--- src/hw/rtl/htd_pkg.sv ---
`timescale 1ns / 1ps
// ----------------------------------------------------------------------------
// htd_pkg
// Shared types and sizes of the Huffman tree-walk decoder.
// ----------------------------------------------------------------------------
package htd_pkg;

	// table sizes
	localparam int MAX_NODES   = 512;
	localparam int STACK_DEPTH = 256;

	localparam int SYM_W = 8;
	localparam int IDX_W = $clog2(MAX_NODES);
	localparam int CNT_W = $clog2(MAX_NODES + 1);
	localparam int DEP_W = $clog2(STACK_DEPTH + 1);
	// leaf entries keep a symbol, pending internal entries keep a stack link
	localparam int PAY_W = (IDX_W > SYM_W) ? IDX_W : SYM_W;

	typedef logic [IDX_W-1:0] idx_t;

	typedef enum logic [1:0] {
		OP_CLEAR  = 2'd0,
		OP_LOAD   = 2'd1,
		OP_DECODE = 2'd2,
		OP_NONE   = 2'd3
	} op_t;

	typedef enum logic [1:0] {
		ST_OK    = 2'd0,
		ST_OVF   = 2'd1,
		ST_EARLY = 2'd2,
		ST_LATE  = 2'd3
	} status_t;

	// node table write: leaf flag plus symbol or link
	typedef struct packed {
		logic             en;
		idx_t             addr;
		logic             leaf;
		logic [PAY_W-1:0] pay;
	} node_wr_t;

	// right-child table write
	typedef struct packed {
		logic en;
		idx_t addr;
		idx_t data;
	} right_wr_t;

	// table read request
	typedef struct packed {
		logic en;
		idx_t addr;
	} rd_req_t;

	// builder status towards the rest of the block
	typedef struct packed {
		status_t status;
		logic    done;
		logic    done_nxt;
	} bld_stat_t;

endpackage

--- src/hw/rtl/htd_builder.sv ---
`timescale 1ns / 1ps
// ----------------------------------------------------------------------------
// htd_builder
// Preorder tree loader: node counter, pending stack kept as a linked list
// through the node table, with the top two entries held in registers.
// ----------------------------------------------------------------------------
module htd_builder import htd_pkg::*; (
	input  logic             clk,
	input  logic             arst_n,
	input  logic             clr,
	input  logic             ld_en,
	input  logic             is_leaf,
	input  logic [SYM_W-1:0] sym,
	input  logic [PAY_W-1:0] link_pay,
	output node_wr_t         node_wr,
	output right_wr_t        right_wr,
	output rd_req_t          link_rd,
	output bld_stat_t        stat
);

	logic [CNT_W-1:0] cnt_q;
	logic [DEP_W-1:0] depth_q;
	logic             lpend_q;
	logic             done_q;
	logic             lnk_q;
	idx_t             top_q;
	idx_t             next_q;

	idx_t             n;
	idx_t             eff_next;
	idx_t             below;
	logic             first;
	logic [DEP_W-1:0] dep_after;
	status_t          status;
	logic             commit;
	logic             pop;
	logic             push;

	// second stack entry, possibly still arriving from the table
	assign eff_next = lnk_q ? link_pay[IDX_W-1:0] : next_q;

	assign n         = cnt_q[IDX_W-1:0];
	assign first     = (cnt_q == '0);
	assign dep_after = (!first && !lpend_q) ? depth_q - DEP_W'(1) : depth_q;

	// load checks in priority order
	always_comb begin
		if (done_q) begin
			status = ST_LATE;
		end else if (cnt_q >= CNT_W'(MAX_NODES)) begin
			status = ST_OVF;
		end else if (!first && depth_q == '0) begin
			status = ST_OVF;
		end else if (!is_leaf && dep_after >= DEP_W'(STACK_DEPTH)) begin
			status = ST_OVF;
		end else begin
			status = ST_OK;
		end
	end

	assign commit = ld_en && (status == ST_OK);
	assign pop    = commit && !first && !lpend_q;
	assign push   = commit && !is_leaf;
	assign below  = pop ? eff_next : top_q;

	// table writes: new node, and right link of the popped parent
	assign node_wr.en   = commit;
	assign node_wr.addr = n;
	assign node_wr.leaf = is_leaf;
	assign node_wr.pay  = is_leaf ? PAY_W'(sym) : PAY_W'(below);

	assign right_wr.en   = pop;
	assign right_wr.addr = top_q;
	assign right_wr.data = n;

	// fetch the entry under the new top after a bare pop
	assign link_rd.en   = pop && !push;
	assign link_rd.addr = eff_next;

	assign stat.status   = ld_en ? status : ST_OK;
	assign stat.done     = done_q;
	assign stat.done_nxt = clr ? 1'b0 : (done_q || (commit && is_leaf && dep_after == '0));

	// builder state
	always_ff @(posedge clk or negedge arst_n) begin
		if (!arst_n) begin
			cnt_q   <= '0;
			depth_q <= '0;
			lpend_q <= 1'b0;
			done_q  <= 1'b0;
			lnk_q   <= 1'b0;
			top_q   <= '0;
			next_q  <= '0;
		end else if (clr) begin
			cnt_q   <= '0;
			depth_q <= '0;
			lpend_q <= 1'b0;
			done_q  <= 1'b0;
			lnk_q   <= 1'b0;
			top_q   <= '0;
			next_q  <= '0;
		end else if (commit) begin
			cnt_q   <= cnt_q + CNT_W'(1);
			depth_q <= push ? dep_after + DEP_W'(1) : dep_after;
			lpend_q <= push;
			done_q  <= is_leaf && dep_after == '0;
			lnk_q   <= pop && !push;
			if (push) begin
				top_q  <= n;
				next_q <= below;
			end else if (pop) begin
				top_q  <= eff_next;
			end else begin
				next_q <= eff_next;
			end
		end
	end

	a_depth_bound: assert property (@(posedge clk) disable iff (!arst_n)
		depth_q <= DEP_W'(STACK_DEPTH))
		else $error("pending stack deeper than its size");

	a_done_empty: assert property (@(posedge clk) disable iff (!arst_n)
		done_q |-> depth_q == '0)
		else $error("tree complete with nodes still pending");

endmodule

--- config.mk ---
export PLATFORM = sky130hd
export DESIGN_NAME = htd_builder
export DESIGN_NICKNAME = d
export VERILOG_FILES = /design/src/hw/rtl/htd_pkg.sv /design/src/hw/rtl/htd_builder.sv
export SDC_FILE = /design/constraint.sdc
export NUM_CORES = 1
export LEC_CHECK = 0
export BUFFER_PORTS_ARGS = -buffer_cell sky130_fd_sc_hd__buf_2
export CAP_MARGIN = 20
export CORE_MARGIN = 2
export CORE_UTILIZATION = 40
export CTS_CLUSTER_SIZE = 8
export DETAILED_ROUTE_END_ITERATION = 8
export PLACE_DENSITY = 0.71
export SLEW_MARGIN = 20
export SYNTH_ARGS = -nofsm -noshare
export SYNTH_HDL_FRONTEND = slang
export SYNTH_SLANG_ARGS = --single-unit
--- constraint.sdc ---
create_clock -name clk -period 6.5 [get_ports clk]
set_input_delay 1.3 -clock clk [delete_from_list [all_inputs] [get_ports clk]]
set_output_delay 1.3 -clock clk [all_outputs]
set_load 0.03 [all_outputs]
# Word-level counts from Yosys, hierarchy flattened
# Index checks and enable logic that the tools add are counted.
dict set report totals {
  output_inout_bits 53
  register_bits 40
  wordCells 63
}
dict set report classes {
  n_addsub 3
  muxes 28
  eq_ne 1
  magnitude_cmp 2
  reduce_logical 22
}
# op count
set op_table {}
lappend op_table {{9-bit 2-to-1 mux} 14}
lappend op_table {{10-bit 2-to-1 mux} 2}
lappend op_table {{9-bit logical NOT} 2}
lappend op_table {{1-bit logical AND} 11}
lappend op_table {{10-bit by 1-bit adder with 10-bit output, second input constant} 1}
lappend op_table {{10-bit >= comparator, second input constant} 1}
lappend op_table {{10-bit logical NOT} 1}
lappend op_table {{1-bit 2-to-1 mux} 10}
lappend op_table {{9-bit by 1-bit adder with 9-bit output, second input constant} 1}
lappend op_table {{9-bit >= comparator, second input constant} 1}
lappend op_table {{9-bit by 1-bit subtractor with 9-bit output, second input constant} 1}
lappend op_table {{1-bit logical NOT} 4}
lappend op_table {{2-bit 2-to-1 mux} 2}
lappend op_table {{3-bit by 2-bit inequality test with 1-bit output, second input constant} 1}
lappend op_table {{2-bit logical NOT} 1}
lappend op_table {{2-bit AND reduction} 1}
lappend op_table {{2-bit nonzero test} 1}
lappend op_table {{1-bit logical OR} 1}

# Longest topological paths before layout
dict set report logic_depth {
  word_depth 18
  mapped_depth 13
  ltp_nobuf 12
}

# Worst setup path before layout
# Ideal clock, no wire load.
dict set report synth_path {
  path_type {in2out}
  from {in ld_en}
  to {out node_wr[8] (netlist name)}
  t_arrival_ns 2.998
  setup_slack_ns 2.202
  n_path_buf 1
  cell_stages 7
  cell_sequence {nand2_1 > a31oi_4 > nand3b_2 > a21oi_1 > buf_4 > nor2_1 > a211oi_1}
}
# element line
set synth_lines {}
lappend synth_lines {{from (decl)} htd_builder.sv:11} ;# input logic ld_en,
lappend synth_lines {{to (decl)} htd_builder.sv:15} ;# output node_wr_t node_wr,

==> impl_table.tex <==
\begin{tabular}{lr}
\hline
Metric & Value \\
\hline
\multicolumn{2}{l}{\textbf{Global route}} \\
Antenna violations before repair & 0 \\
Global routing usage summed across all routing layers & a little under a fifth \\
Global routing usage on met2 & roughly 30\% \\
GR Util met1 & 26.1\% \\
Fraction of met3 tracks used by global routing & just over 4\% \\
GRT overflow & 0 \\
Largest net degree at the start of global routing & 42 \\
Busiest metal layer after global routing & met2 \\
Via count of the first global-routing pass & between 2000 and 3000 \\
First-pass GRT wire length & roughly 13000 µm \\
\multicolumn{2}{l}{\textbf{Detailed routing}} \\
Vias post-DR & between 2000 and 3000 \\
DRT Wirelength & just under 8000 µm \\
DR DRC count & 0 \\
Remaining antenna violation count after routing & 0 \\
Ratio of routed vias to standard cells & roughly 5.5 \\
Average wire length per cell after detail routing & between 15 and 20 µm \\
DRC marker count from the first detailed-route iteration & 230 \\
Count of TritonRoute iterations in the first routing pass & 4 \\
\multicolumn{2}{l}{\textbf{Logic synthesis}} \\
Flip-flop cell with the highest count after synthesis & sky130\_fd\_sc\_hd\_\_dfrtp\_1 \\
Async SR Flop Fraction & between 90\% and 100\% \\
Mean post-synth cell area & roughly 8.5 µm² \\
Commonest cells in the synthesized netlist & sky130\_fd\_sc\_hd\_\_nor2\_1, sky130\_fd\_sc\_hd\_\_dfrtp\_1, sky130\_fd\_sc\_hd\_\_nand2\_1 \\
Cell type contributing the most total cell area after synthesis & sky130\_fd\_sc\_hd\_\_dfrtp\_1 \\
Flip-flop and latch count after synthesis & 40 \\
Synth top area cells & sky130\_fd\_sc\_hd\_\_dfrtp\_1, sky130\_fd\_sc\_hd\_\_mux2i\_1, sky130\_fd\_sc\_hd\_\_buf\_4, sky130\_fd\_sc\_hd\_\_nor2\_1, sky130\_fd\_sc\_hd\_\_nand2\_1 \\
Most frequent cell after synthesis & sky130\_fd\_sc\_hd\_\_nor2\_1 \\
Netlist cell types & between 50 and 60 \\
Post-synthesis cell count & roughly 360 \\
EDFF count, synth & 0 \\
Synthesized netlist net count & 390 \\
Seq/Total Area, Yosys & 32.5\% \\
Area fraction of the dominant cell type after synthesis & 32.5\% \\
Combined area of all synthesized cells & about 3100 µm² \\
Yosys warning total & 0 \\
\multicolumn{2}{l}{\textbf{Layout}} \\
Footprint of the multi-input gates & around 1800 µm² \\
Fraction of final layout cells with drive strength greater than 1 & between 20\% and 30\% \\
Fill count & approximately 750 \\
Total area of sequential cells & roughly 1000 µm² \\
Diodes inserted & 0 \\
Total Nets Final & 430 \\
Final non-filler cell total & approximately 500 \\
Area Overhead vs Synth & 12.5\% \\
\multicolumn{2}{l}{\textbf{Flow run}} \\
Maximum Capacitance Violations & 0 \\
\multicolumn{2}{l}{\textbf{Die}} \\
Die Outline Area & 8410 µm² \\
Core ar. & roughly 7400 µm² \\
Die height & 91.7 µm \\
IO Pins & 75 \\
Site row count & 31 \\
Starting density of the core & between 40\% and 50\% \\
Width of the chip & between 90 and 100 µm \\
\multicolumn{2}{l}{\textbf{Setup path}} \\
CP required & between 5 and 6 ns \\
Highest net fanout along the worst path & 17 \\
Category of the worst setup path launch point & flip-flop \\
Worst path arrival time & 3.49 ns \\
Critical path endpoint category & primary output \\
Worst setup path class & flip-flop to primary output \\
\multicolumn{2}{l}{\textbf{Power and ir drop}} \\
Post-layout total power & $\sim$1.7 mW \\
Clock network power share & between 10\% and 20\% \\
Cell internal power dissipation & between 0.8 and 0.9 mW \\
Switching pwr & 0.915 mW \\
Combinational share of power & $\sim$64\% \\
Power density over the cells & 504 nW/µm² \\
Switching power share of the total & a little over half \\
Leakage power total & 1.62 nW \\
Sequential share of power & 23.1\% \\
VDD IR-drop max & about 190 µV \\
\multicolumn{2}{l}{\textbf{STA}} \\
Transition time at the pin with the least slew margin & $\sim$0.94 ns \\
Share of the clock period used by the worst path & between 70\% and 80\% \\
Fmax & $\sim$0.21 GHz \\
Setup TNS after final layout & 0 ns \\
Post-Route Skew & approximately 0.0072 ns \\
Final hold vios & 0 \\
Hold slack final & 0.488 ns \\
Max-slew violation total from the final report & 0 \\
Final worst path period need & roughly 4.8 ns \\
Final Setup Violations & 0 \\
Relative slew slack & 37.1\% \\
RSZ-0062 raised after global routing & false \\
\multicolumn{2}{l}{\textbf{Outcome}} \\
Run status & finished, final reports clean \\
\multicolumn{2}{l}{\textbf{Place}} \\
Detailed-placement wirelength estimate & approximately 5600 µm \\
Post-placement cell count & 494 \\
Global placer's final weighted congestion & between 0.9 and 1 \\
Port Buffers & between 70 and 80 \\
\multicolumn{2}{l}{\textbf{CTS}} \\
Clock sink total & 40 \\
Number of gates resized after cts & 0 \\
Hold buffers post-CTS & 0 \\
Maximum level of the CTS H-tree & 2 \\
Setup Buffers After CTS & 0 \\
CTS clk-pin slew, worst paths & 0.08 ns \\
Insertion delay of the later-clocked pin in the worst-skew pair & around 0.30 ns \\
TritonCTS clock tree & built \\
Root cell of the clock tree & sky130\_fd\_sc\_hd\_\_clkbuf\_8 \\
Clock buffers created by TritonCTS & 5 \\
CTS Buffer Depth & 2 \\
\multicolumn{2}{l}{\textbf{Min path}} \\
Worst hold-check path type & flip-flop to flip-flop \\
\hline
\end{tabular}
-- critical path, cell delays in order (launching register included) --
cell                      delay (ns)
sky130_fd_sc_hd__dfrtp_1        0.50
sky130_fd_sc_hd__inv_1          0.10
sky130_fd_sc_hd__ha_1           0.14
sky130_fd_sc_hd__nor4b_4        0.30
sky130_fd_sc_hd__nand3_1        0.24
sky130_fd_sc_hd__a31oi_4        0.48
sky130_fd_sc_hd__nand2_1        0.37
sky130_fd_sc_hd__a21oi_1        0.26
sky130_fd_sc_hd__buf_4          0.25
sky130_fd_sc_hd__mux2i_1        0.20
sky130_fd_sc_hd__o21ai_0        0.10
sky130_fd_sc_hd__buf_2          0.22
-- through the flow --
stage / worst slack, ns / instance area (µm²) / utilization [%]
after floorplan: 2.20 / 3080 / -
after global placement: 2.01 / 3340 / 45.3
after detailed placement: 1.92 / 3340 / 45.3
after CTS: 1.71 / 3460 / 47.0
after global routing: 1.34 / 3460 / 47.0
final: 1.71 / 3460 / 47.0
-- cells by family after synthesis --
| group | share of synthesized area [%] |
|---|---|
| AND/OR/NAND/NOR | 21.0 |
| AO/OA/AOI/OAI | 18.2 |
| buffers and inverters | 9.76 |
| flip-flops | 32.5 |
| multiplexers | 11.2 |
| XOR/XNOR | 4.84 |
| adder cells (fa/ha/maj) | 2.44 |
-- metal layers --
layer	share of wire [%]	wire [µm]
met5	0	0
met4	0.95	74
met3	7.4	579
met2	45	3560
met1	46	3610
-- final timing paths --
kind / end / start / depth (start not counted) / slack [ns]
min in group asynchronous: cnt_q[0]$_DFFE_PN0P_ / arst_n / 1 / 1.13
max reg2reg: depth_q[8]$_DFFE_PN0P_ / cnt_q[0]$_DFFE_PN0P_ / 11 / 3.10
min reg2reg: next_q[6]$_DFFE_PN0P_ / next_q[6]$_DFFE_PN0P_ / 1 / 0.49
max: node_wr[4] / cnt_q[0]$_DFFE_PN0P_ / 11 / 1.71
min: next_q[6]$_DFFE_PN0P_ / next_q[6]$_DFFE_PN0P_ / 1 / 0.49
max in group asynchronous: depth_q[1]$_DFFE_PN0P_ / arst_n / 1 / 4.79
-- state kept, by name (all words and copies together) (netlist names) --
signal,cells
lnk_q,1
next_q,9
cnt_q,10
done_q,1
lpend_q,1
top_q,9
depth_q,9
-- power by group through the flow --
stage	combinational, mW	clock (mW)	sequential (mW)
after floorplan	0.860	0	0.430
after global placement	1.09	0	0.407
after detailed placement	1.11	0	0.408
after CTS	1.11	0.231	0.403
after global routing	1.23	0.242	0.416
final	1.11	0.229	0.404
-- area by class of cell --
| type | count | area share [%] |
|---|---|---|
| sequential | 40 | 28.9 |
| tap | 99 | 3.58 |
| multi-input combinational | 267 | 51.3 |
| timing repair buffer | 77 | 11.3 |
| inverter | 11 | 1.19 |
| clock buffer | 7 | 2.78 |
| clock inverter | 1 | 0.867 |
-- placed cells by master, fill, tap and decap left out, types with 4 or more instances in the layout --
cell | netlist | final
sky130_fd_sc_hd__mux2i_1 | 21 | 21
sky130_fd_sc_hd__a31oi_1 | 4 | 4
sky130_fd_sc_hd__inv_1 | 11 | 11
sky130_fd_sc_hd__o2bb2ai_1 | 9 | 9
sky130_fd_sc_hd__dfrtp_1 | 40 | 40
sky130_fd_sc_hd__xor2_1 | 4 | 4
sky130_fd_sc_hd__buf_2 | 4 | 74
sky130_fd_sc_hd__a211oi_1 | 14 | 14
sky130_fd_sc_hd__clkbuf_8 | 0 | 7
sky130_fd_sc_hd__nand3_1 | 14 | 14
sky130_fd_sc_hd__and3_1 | 4 | 4
sky130_fd_sc_hd__ha_1 | 6 | 6
sky130_fd_sc_hd__nand2_1 | 36 | 36
sky130_fd_sc_hd__nor2_1 | 41 | 41
sky130_fd_sc_hd__o21ai_0 | 22 | 22
sky130_fd_sc_hd__nor3_1 | 8 | 8
sky130_fd_sc_hd__mux2_2 | 11 | 11
sky130_fd_sc_hd__nor2b_1 | 4 | 4
sky130_fd_sc_hd__a21oi_1 | 15 | 15
sky130_fd_sc_hd__xnor2_1 | 13 | 13
Power figures use the tool's default switching activity.
