File: src/hw/rtl/htd_pkg.sv
`timescale 1ns / 1ps
// ----------------------------------------------------------------------------
// htd_pkg
// Shared types and sizes of the Huffman tree-walk decoder.
// ----------------------------------------------------------------------------
package htd_pkg;

	// table sizes
	localparam int MAX_NODES   = 512;
	localparam int STACK_DEPTH = 256;

	localparam int SYM_W = 8;
	localparam int IDX_W = $clog2(MAX_NODES);
	localparam int CNT_W = $clog2(MAX_NODES + 1);
	localparam int DEP_W = $clog2(STACK_DEPTH + 1);
	// leaf entries keep a symbol, pending internal entries keep a stack link
	localparam int PAY_W = (IDX_W > SYM_W) ? IDX_W : SYM_W;

	typedef logic [IDX_W-1:0] idx_t;

	typedef enum logic [1:0] {
		OP_CLEAR  = 2'd0,
		OP_LOAD   = 2'd1,
		OP_DECODE = 2'd2,
		OP_NONE   = 2'd3
	} op_t;

	typedef enum logic [1:0] {
		ST_OK    = 2'd0,
		ST_OVF   = 2'd1,
		ST_EARLY = 2'd2,
		ST_LATE  = 2'd3
	} status_t;

	// node table write: leaf flag plus symbol or link
	typedef struct packed {
		logic             en;
		idx_t             addr;
		logic             leaf;
		logic [PAY_W-1:0] pay;
	} node_wr_t;

	// right-child table write
	typedef struct packed {
		logic en;
		idx_t addr;
		idx_t data;
	} right_wr_t;

	// table read request
	typedef struct packed {
		logic en;
		idx_t addr;
	} rd_req_t;

	// builder status towards the rest of the block
	typedef struct packed {
		status_t status;
		logic    done;
		logic    done_nxt;
	} bld_stat_t;

endpackage

File: src/hw/rtl/htd_walker.sv
`timescale 1ns / 1ps
// ----------------------------------------------------------------------------
// htd_walker
// Decode walk: holds the current node and its right link, picks the child
// for each code bit and, unless the root is a leaf, issues the table read of that child.
// ----------------------------------------------------------------------------
module htd_walker import htd_pkg::*; (
	input  logic             clk,
	input  logic             arst_n,
	input  logic             clr,
	input  logic             dec_en,
	input  logic             code_bit,
	input  logic             done,
	input  node_wr_t         node_wr,
	input  right_wr_t        right_wr,
	input  logic             rd_leaf,
	input  idx_t             rd_right,
	output rd_req_t          walk_rd,
	output logic             root_hit,
	output logic [SYM_W-1:0] root_sym
);

	logic             root_leaf_q;
	logic [SYM_W-1:0] root_sym_q;
	idx_t             root_right_q;
	idx_t             cur_idx_q;
	idx_t             cur_right_q;
	idx_t             nxt_q;
	logic             walk_q;

	idx_t             eff_idx;
	idx_t             eff_right;
	idx_t             nxt;
	logic             step;

	// current node, settled from the last read if a walk is outstanding
	assign eff_idx   = walk_q ? (rd_leaf ? '0 : nxt_q) : cur_idx_q;
	assign eff_right = (eff_idx == '0) ? root_right_q : (walk_q ? rd_right : cur_right_q);

	// preorder places the left child straight after its parent
	assign nxt  = code_bit ? eff_right : eff_idx + IDX_W'(1);
	assign step = dec_en && done && !root_leaf_q;

	assign walk_rd.en   = step;
	assign walk_rd.addr = nxt;

	assign root_hit = dec_en && done && root_leaf_q;
	assign root_sym = root_sym_q;

	// copies of the root entry
	always_ff @(posedge clk) begin
		if (node_wr.en && node_wr.addr == '0) begin
			root_leaf_q <= node_wr.leaf;
			root_sym_q  <= node_wr.pay[SYM_W-1:0];
		end
		if (right_wr.en && right_wr.addr == '0) begin
			root_right_q <= right_wr.data;
		end
	end

	// walk position
	always_ff @(posedge clk or negedge arst_n) begin
		if (!arst_n) begin
			cur_idx_q   <= '0;
			cur_right_q <= '0;
			nxt_q       <= '0;
			walk_q      <= 1'b0;
		end else if (clr || root_hit) begin
			cur_idx_q <= '0;
			walk_q    <= 1'b0;
		end else if (step) begin
			cur_idx_q   <= eff_idx;
			cur_right_q <= eff_right;
			nxt_q       <= nxt;
			walk_q      <= 1'b1;
		end
	end

	a_walk_done: assert property (@(posedge clk) disable iff (!arst_n)
		walk_rd.en |-> done && !clr)
		else $error("tree walk on an incomplete tree");

endmodule

File: config.mk
export PLATFORM = sky130hd
export DESIGN_NAME = htd_walker
export DESIGN_NICKNAME = d
export VERILOG_FILES = /design/src/hw/rtl/htd_pkg.sv /design/src/hw/rtl/htd_walker.sv
export SDC_FILE = /design/constraint.sdc
export NUM_CORES = 1
export LEC_CHECK = 0
export BUFFER_PORTS_ARGS = -buffer_cell sky130_fd_sc_hd__buf_2
export CAP_MARGIN = 20
export CORE_ASPECT_RATIO = 0.75
export CORE_MARGIN = 3
export CORE_UTILIZATION = 38
export DETAILED_ROUTE_END_ITERATION = 8
export PLACE_DENSITY_LB_ADDON = 0.15
export SLEW_MARGIN = 10
export SYNTH_ARGS = -nofsm -noshare
export SYNTH_HDL_FRONTEND = slang
export SYNTH_SLANG_ARGS = --single-unit
File: constraint.sdc
create_clock -name clk -period 2.46 [get_ports clk]
set_input_delay 0.123 -clock clk [delete_from_list [all_inputs] [get_ports clk]]
set_output_delay 0.123 -clock clk [all_outputs]
set_load 0.02 [all_outputs]
; Word level (Yosys, flattened, before mapping)
; Index checks and enable logic that the tools add are counted.
[totals]
out_inout_bits = 19
word_cells = 30
register_bits = 46
input_bits = 55
[op_classes]
muxes = 9
bitwise_logic = 1
addsub = 1
n_reduce_logical = 12
[ops]
columns = cell, n
row1 = 9-bit 2-to-1 mux, 7
row2 = 9-bit logical NOT, 3
row3 = 9-bit by 1-bit adder with 9-bit output (second input constant), 1
row4 = 1-bit logical AND, 5
row5 = 1-bit 2-to-1 mux, 2
row6 = 2-bit AND reduction, 1
row7 = 2-bit nonzero test, 1
row8 = 1-bit logical NOT, 1
row9 = 1-bit logical OR, 1
row10 = 1-bit NOT, 1

; Depth between registers and ports, before layout
; Gate-level depths: netlist of the first run.
[depth]
ltp_word = 5
ltp_mapped = 11
ltp_nobuf = 9

; Least setup slack after synthesis of the first run
; Ideal clock, no wire load.
[synth_path]
path_type = register to output
from = reg walk_q
to = out walk_rd[8] (netlist name)
t_arrival_ns = 2.338
required_ns = 2.337
path_buffers = 2
stages_incl_launch_ff = 12
path_slack_ns = -0.001
path_cell_list = dfrtp_1 > buf_2 > and2b_1 > a22o_1 > inv_1 > ha_1 > nand2b_1 > nor4_4 > o21ai_2 > buf_12 > mux2i_1 > o21ai_0
[synth_rtl]
columns = item, line_no
row1 = from (decl), htd_walker.sv:29  ; logic walk_q;
row2 = from (signal assigned), htd_walker.sv:67  ; walk_q <= 1'b0;
row3 = from (signal assigned), htd_walker.sv:70  ; walk_q <= 1'b0;
row4 = from (signal assigned), htd_walker.sv:75  ; walk_q <= 1'b1;
row5 = to (decl), htd_walker.sv:18  ; output rd_req_t walk_rd,

==> results of run 1 <==
-- repair_timing --
item / 4_1_cts / 5_1_grt
resized for setup: 9 / 17
setup buffers: 4 / 5
hold buffers: 19 / 0
pin swaps: 3 / 3
endpoints found under the hold margin: 46 / 0
setup endpoints to repair: 9 / 9
-- report_power, final --
part	switching, mW	internal, mW	total (mW)
Sequential	0.0341	0.840	0.874
Combinational	0.168	0.190	0.358
Clock	0.269	0.226	0.496
-- worst max-delay path, delay by kind of cell, from the launching register on --
kind,cells,cell delay [ns]
and+or+nand+nor,1,0.16
muxes,2,0.36
AOI/OAI and AO/OA,3,0.54
DFF,1,0.42
buffers and inverters,4,0.53
adders and majority gates,1,0.17
-- registers in the layout (all words and copies together) (netlist names) --
name          count
walk_q            1
nxt_q             9
cur_idx_q         9
root_leaf_q       1
cur_right_q       9
root_sym          8
root_right_q      9
-- cells in the mapped netlist (2+ instances only) --
| library cell | number | area [µm²] |
|---|---|---|
| nand4_1 | 2 | 12.5 |
| nand3_1 | 6 | 30.0 |
| clkbuf_1 | 6 | 22.5 |
| buf_4 | 3 | 22.5 |
| a22oi_1 | 3 | 22.5 |
| a32oi_1 | 2 | 17.5 |
| o21ai_0 | 9 | 45.0 |
| nand3b_1 | 3 | 22.5 |
| nor3_1 | 3 | 15.0 |
| a32o_1 | 2 | 20.0 |
| a31o_2 | 2 | 17.5 |
| mux2i_1 | 5 | 50.1 |
| o2bb2ai_1 | 3 | 26.3 |
| o221ai_1 | 2 | 17.5 |
| nand4b_1 | 3 | 26.3 |
| a21o_1 | 3 | 22.5 |
| ha_1 | 2 | 25.0 |
| nand2b_1 | 2 | 12.5 |
| nand2_1 | 25 | 93.8 |
| a22o_1 | 5 | 43.8 |
| mux2_2 | 9 | 101 |
| o21ai_1 | 15 | 75.1 |
| nor4_1 | 4 | 25.0 |
| xor2_1 | 2 | 17.5 |
| edfxtp_1 | 18 | 541 |
| buf_2 | 4 | 20.0 |
| nor2_1 | 4 | 15.0 |
| o211ai_1 | 5 | 37.5 |
| dfrtp_1 | 28 | 701 |
| or3_1 | 3 | 18.8 |
| inv_1 | 4 | 15.0 |
| and4b_1 | 2 | 20.0 |
| nor2b_1 | 6 | 37.5 |
| mux2i_4 | 7 | 158 |
| o21a_1 | 2 | 15.0 |
| and3b_1 | 3 | 26.3 |
| nor4_4 | 2 | 42.5 |
| a21boi_0 | 2 | 15.0 |
-- metrics by stage --
stage	hold slack, ns	utilization	power [mW]	TNS, ns
detailed placement	0.209	0.473	1.19	0
global placement	0.201	0.473	1.18	0
CTS	0.140	0.528	1.71	-1.68
floorplan	-0.173	-	1.08	0
finish	0.141	0.545	1.73	-1.19
global route	0.154	0.545	1.81	-2.12
-- metal layers --
metal / GRT usage / vias to the layer above / share of wire
met2: 0.272 / 95 / 0.44
met4: 0.0319 / 0 / 0.0062
met5: 0 / - / 0
met3: 0.0377 / 7 / 0.078
li1: - / 1071 / -
met1: 0.265 / 1044 / 0.47
-- cell usage in the layout, fill, tap and decap left out, drive strengths merged, types with 4 or more instances in the layout --
cell type and instances:
a22o 6, buf 91, clkbuf 6, dfrtp 28, dlygate4sd3 19, edfxtp 18
inv 4, mux2 9, mux2i 12, nand2 25, nand3 6, nor2 4
nor2b 6, nor4 6, o211ai 5, o21ai 25
-- path summary, 6_finish.rpt --
path | from | endpoint | cells after the start
max | walk_q | walk_rd[3] | 11
min | code_bit | nxt_q[0] | 2
max reg2reg | walk_q | nxt_q[2] | 11
min reg2reg | cur_right_q[8] | cur_right_q[8] | 1
max in group asynchronous | arst_n | walk_q | 2
min in group asynchronous | arst_n | nxt_q[7] | 2
-- area by class of cell --
type / count / area [µm²] / area share
multi-input combinational: 161 / 1330 / 0.378
sequential: 46 / 1240 / 0.352
timing repair buffer: 110 / 741 / 0.210
inverter: 4 / 15.0 / 0.00426
clock inverter: 2 / 12.5 / 0.00355
tap: 81 / 101 / 0.0287
clock buffer: 6 / 82.6 / 0.0234
-- cell families after synthesis --
kind of cell | after synthesis
XOR/XNOR | 3
buffers and inverters | 18
AND/OR/NAND/NOR | 71
flip-flops | 46
multiplexers | 21
AO/OA/AOI/OAI | 64
adder cells (fa/ha/maj) | 2
==> reports/summary.txt, run 1 <==
status: complete, but fails checks
failing checks: setup timing
crit start category: register
RSZ-0062 raised after global routing: true
CTS tree: yes
placed instance area: 0.00306 mm²
# IOs: 74
main combinational cell family by area after synthesis: compound AO/OA/AOI/OAI gates
wire per inst: 16.5 µm
Post-Synth Simple-Gate Area: 0.163
Tmin final: 2.63 ns
pin count of the biggest net entering global routing: 33
# rows: 25
count of different cell masters after synthesis: 52
Worst EP required: 2.34 ns
Cell Area, Synth: 0.00260 mm²
DRC: 0
vias per cell: 5.41
crit path kind: reg -> out
asr flop ratio synth: 0.609
Worst-Skew Late Latency: 0.31 ns
DIE WIDTH: 102 µm
Root Buffer: clkbuf_8
Seq/Total Area, Yosys: 0.477
chip height: 77.6 µm
CTS H-tree depth: 2
flop-to-flop setup slack: 0.19 ns
pre-CTS setup slack: 0.109 ns
critical path cell sequence: and2b_1 > a22o_1 > inv_2 > ha_4 > buf_6 > o211a_4 > o21ai_4 > buf_12 > mux2i_4 > mux2i_1 > buf_4
hold crit path type: in -> reg
Core Area: 0.00647 mm²
critical path capture point type: output port
Post-Route WL: 6780 µm
Die ar.: 0.00788 mm²
Max Cap Violations: 0
vias in the first global route: 2,222
post-route setup slack: -0.166 ns
final std cells w/o fill: 410
Worst Tran Pin Value: 0.751 ns
GRT Util Overall: 0.179
clock skew: 0.00866 ns
Layout area overhead: 35.6%
first-pass GRT wire length: 11,100 µm
synthesized netlist net count: 282
compound-gate portion of the synthesized area: 0.183
post-route ant nets: 0
pwr dens: 490 mW/mm²
Fillers: 563
Gate Count Post-Synth: 225
Static Leak: 1.50 nW
worst vdd ir: 0.236 mV
HPWL Detailed: 4680 µm
GP Congestion: 0.862
Post-Layout Inst Area: 0.00353 mm²
Crit path largest cell delay: 0.42 ns
Max Slew Vio Count: 0
CP max-delay cell: dfrtp_2
Hold Fails Final Rpt: 0
diode count: 0
CTS Sinks: 46
# setup viols final: 9
clock slew at reported path FFs: 0.09 ns
TritonCTS Buffers: 5
period utilization: 1.07
CP arrival: 2.50 ns
port bufs: 72
xor/xnor cell area share of the yosys netlist: 0.0101
Synth Area per Inst: 11.6 µm²
crit path max fanout: 7
share of cells above drive strength 1: 0.413
NumNets Final: 385
Fmax achieved: 381 MHz
max-slew headroom at the worst pin: 0.499
placed cell count: 374
DR pass1 iterations: 4
antenna violations before repair: 0
Adder-Cell Fraction of Synth Area: 0.00962
Synth warnings: 0
mux cell area share after synthesis: 0.119
Congestion Overflow GR: 0
Post-synth EDFFs: 18
total vias in the final route: 2,217
Detailed Route Iter0 Violations: 151
FF+latch count, synth: 46
ys flop type: dfrtp_1
CTS Buffer Depth: 2
Initial Util: 0.402
Power figures use the tool's default switching activity.
==> inputs of run 2 (changes only) <==
--- a/config.mk
+++ b/config.mk
@@ -9,7 +9,7 @@
 export CAP_MARGIN = 20
 export CORE_ASPECT_RATIO = 0.75
 export CORE_MARGIN = 3
-export CORE_UTILIZATION = 38
+export CORE_UTILIZATION = 52
 export DETAILED_ROUTE_END_ITERATION = 8
 export PLACE_DENSITY_LB_ADDON = 0.15
 export SLEW_MARGIN = 10
==> reports/summary.txt, run 2 (synthesized netlist as in run 1, its figures left out) <==
Final Util: 0.747 (was 0.545)
max-slew headroom at the worst pin: 0.485 (was 0.499)
Die ar.: 0.00589 mm² (was 0.00788 mm²)
vias per cell: 5.80 (was 5.41)
CP arrival: 2.54 ns (was 2.50 ns)
CTS tree: yes (unchanged)
DR pass1 iterations: 4 (unchanged)
pin count of the biggest net entering global routing: 29 (was 33)
DRC: 0 (unchanged)
worst vdd ir: 0.430 mV (was 0.236 mV)
first-pass GRT wire length: 10,600 µm (was 11,100 µm)
most frequent cells in the layout: buf_2, dfrtp_1, buf_4 (was buf_2, dfrtp_1, nand2_1)
GRT Util Overall: 0.238 (was 0.179)
post-route ant nets: 0 (unchanged)
Detailed Route Iter0 Violations: 211 (was 151)
Max Slew Vio Count: 0 (unchanged)
# setup viols final: 9 (unchanged)
crit path kind: reg -> out (unchanged)
crit path max fanout: 8 (was 7)
Post-Route WL: 6810 µm (was 6780 µm)
CTS H-tree depth: 2 (unchanged)
clock skew: 0.00634 ns (was 0.00866 ns)
Worst Tran Pin Value: 0.773 ns (was 0.751 ns)
Layout area overhead: 33.7% (was 35.6%)
pwr dens: 484 mW/mm² (was 490 mW/mm²)
port bufs: 72 (unchanged)
Tmin final: 2.66 ns (was 2.63 ns)
pre-CTS setup slack: 0.126 ns (was 0.109 ns)
GP Congestion: 0.868 (was 0.862)
clock slew at reported path FFs: 0.09 ns (about the same)
# rows: 21 (was 25)
Initial Util: 0.559 (was 0.402)
DIE WIDTH: 87.7 µm (was 102 µm)
# IOs: 74 (unchanged)
total vias in the final route: 2,249 (was 2,217)
Worst-Skew Late Latency: 0.30 ns (was 0.31 ns)
Static Leak: 1.51 nW (was 1.50 nW)
status: complete, but fails checks (unchanged)
hold crit path type: in -> reg (unchanged)
failing checks: setup timing (unchanged)
wire per inst: 17.6 µm (was 16.5 µm)
diode count: 0 (unchanged)
commonest non-fill, non-tap cell in the layout: buf_2 (unchanged)
post-route setup slack: -0.198 ns (was -0.166 ns)
Fmax achieved: 376 MHz (was 381 MHz)
CTS Buffer Depth: 2 (unchanged)
NumNets Final: 387 (was 385)
chip height: 67.2 µm (was 77.6 µm)
Worst EP required: 2.34 ns (about the same)
RSZ-0062 raised after global routing: true (unchanged)
crit start category: register (unchanged)
HPWL Detailed: 4590 µm (was 4680 µm)
Core Area: 0.00465 mm² (was 0.00647 mm²)
Max Cap Violations: 0 (unchanged)
CTS Sinks: 46 (unchanged)
vias in the first global route: 2,272 (was 2,222)
share of cells above drive strength 1: 0.408 (was 0.413)
antenna violations before repair: 0 (unchanged)
Root Buffer: clkbuf_8 (unchanged)
TritonCTS Buffers: 5 (unchanged)
Hold Fails Final Rpt: 0 (unchanged)
critical path capture point type: output port (unchanged)
period utilization: 1.08 (was 1.07)
Congestion Overflow GR: 0 (unchanged)
-- run 2: worst max-delay path, stage by stage (launching register included) --
cell and delay, ns:
dfrtp_2 0.45, and2b_1 0.19, a22o_1 0.22, inv_2 0.10, ha_4 0.17, nand2b_4 0.06
nor4_4 0.23, o21ai_4 0.11, buf_12 0.17, mux2i_4 0.19, mux2i_1 0.17, buf_4 0.17
-- run 2: final timing paths --
| path | to | startpoint | slack [ns] | cells after the start |
|---|---|---|---|---|
| worst max-delay path | walk_rd[3] | walk_q | -0.20 | 11 |
| worst min-delay path | nxt_q[0] | code_bit | 0.19 | 2 |
| worst max register to register | nxt_q[0] | walk_q | 0.17 | 11 |
| worst min register to register | cur_right_q[7] | cur_right_q[7] | 0.49 | 2 |
| max in group asynchronous | walk_q | arst_n | 1.59 | 2 |
| min in group asynchronous | cur_idx_q[6] | arst_n | 0.39 | 2 |
-- run 2: power breakdown --
group / leakage, nW / internal (mW) / switching [mW]
clock: 0.0452 / 0.201 / 0.255
combinational: 0.937 / 0.184 / 0.166
sequential: 0.529 / 0.840 / 0.0361
total: 1.51 / 1.23 / 0.458
-- run 2: what timing repair did --
| item | 4_1_cts | 5_1_grt |
|---|---|---|
| pin swaps | 4 | 3 |
| resized for setup | 14 | 9 |
| buffers inserted | 11 | 3 |
| setup endpoints to repair | 9 | 10 |
| endpoints found under the hold margin | 46 | 0 |
| hold buffers | 19 | 0 |
-- run 2: per-stage QoR --
| step | hold slack, ns | power (mW) | std cells | TNS [ns] | cell area [µm²] |
|---|---|---|---|---|---|
| finish | 0.190 | 1.68 | 388 | -1.22 | 3480 |
| floorplan | -0.173 | 1.08 | 225 | 0 | 2600 |
| CTS | 0.139 | 1.67 | 385 | -0.978 | 3420 |
| global placement | 0.189 | 1.17 | 347 | 0 | 3010 |
| global route | 0.203 | 1.76 | 388 | -2.04 | 3480 |
| detailed placement | 0.193 | 1.18 | 347 | 0 | 3010 |
-- run 2: layer usage --
metal | wire length, µm | vias up | share of wire | GRT usage
li1 | - | 1068 | - | -
met1 | 2840 | 1075 | 0.42 | 0.313
met2 | 3410 | 98 | 0.50 | 0.402
met3 | 529 | 8 | 0.078 | 0.0561
met4 | 35 | 0 | 0.0051 | 0.0517
met5 | 0 | - | 0 | 0
-- run 2: layout make-up --
type	count	area, µm²
Clock buffer	6	72.6
Clock inverter	2	13.8
Fill cell	314	1170
Inverter	4	15.0
Multi-Input combinational cell	161	1310
Sequential cell	46	1240
Tap cell	57	71.3
Timing Repair Buffer	112	748
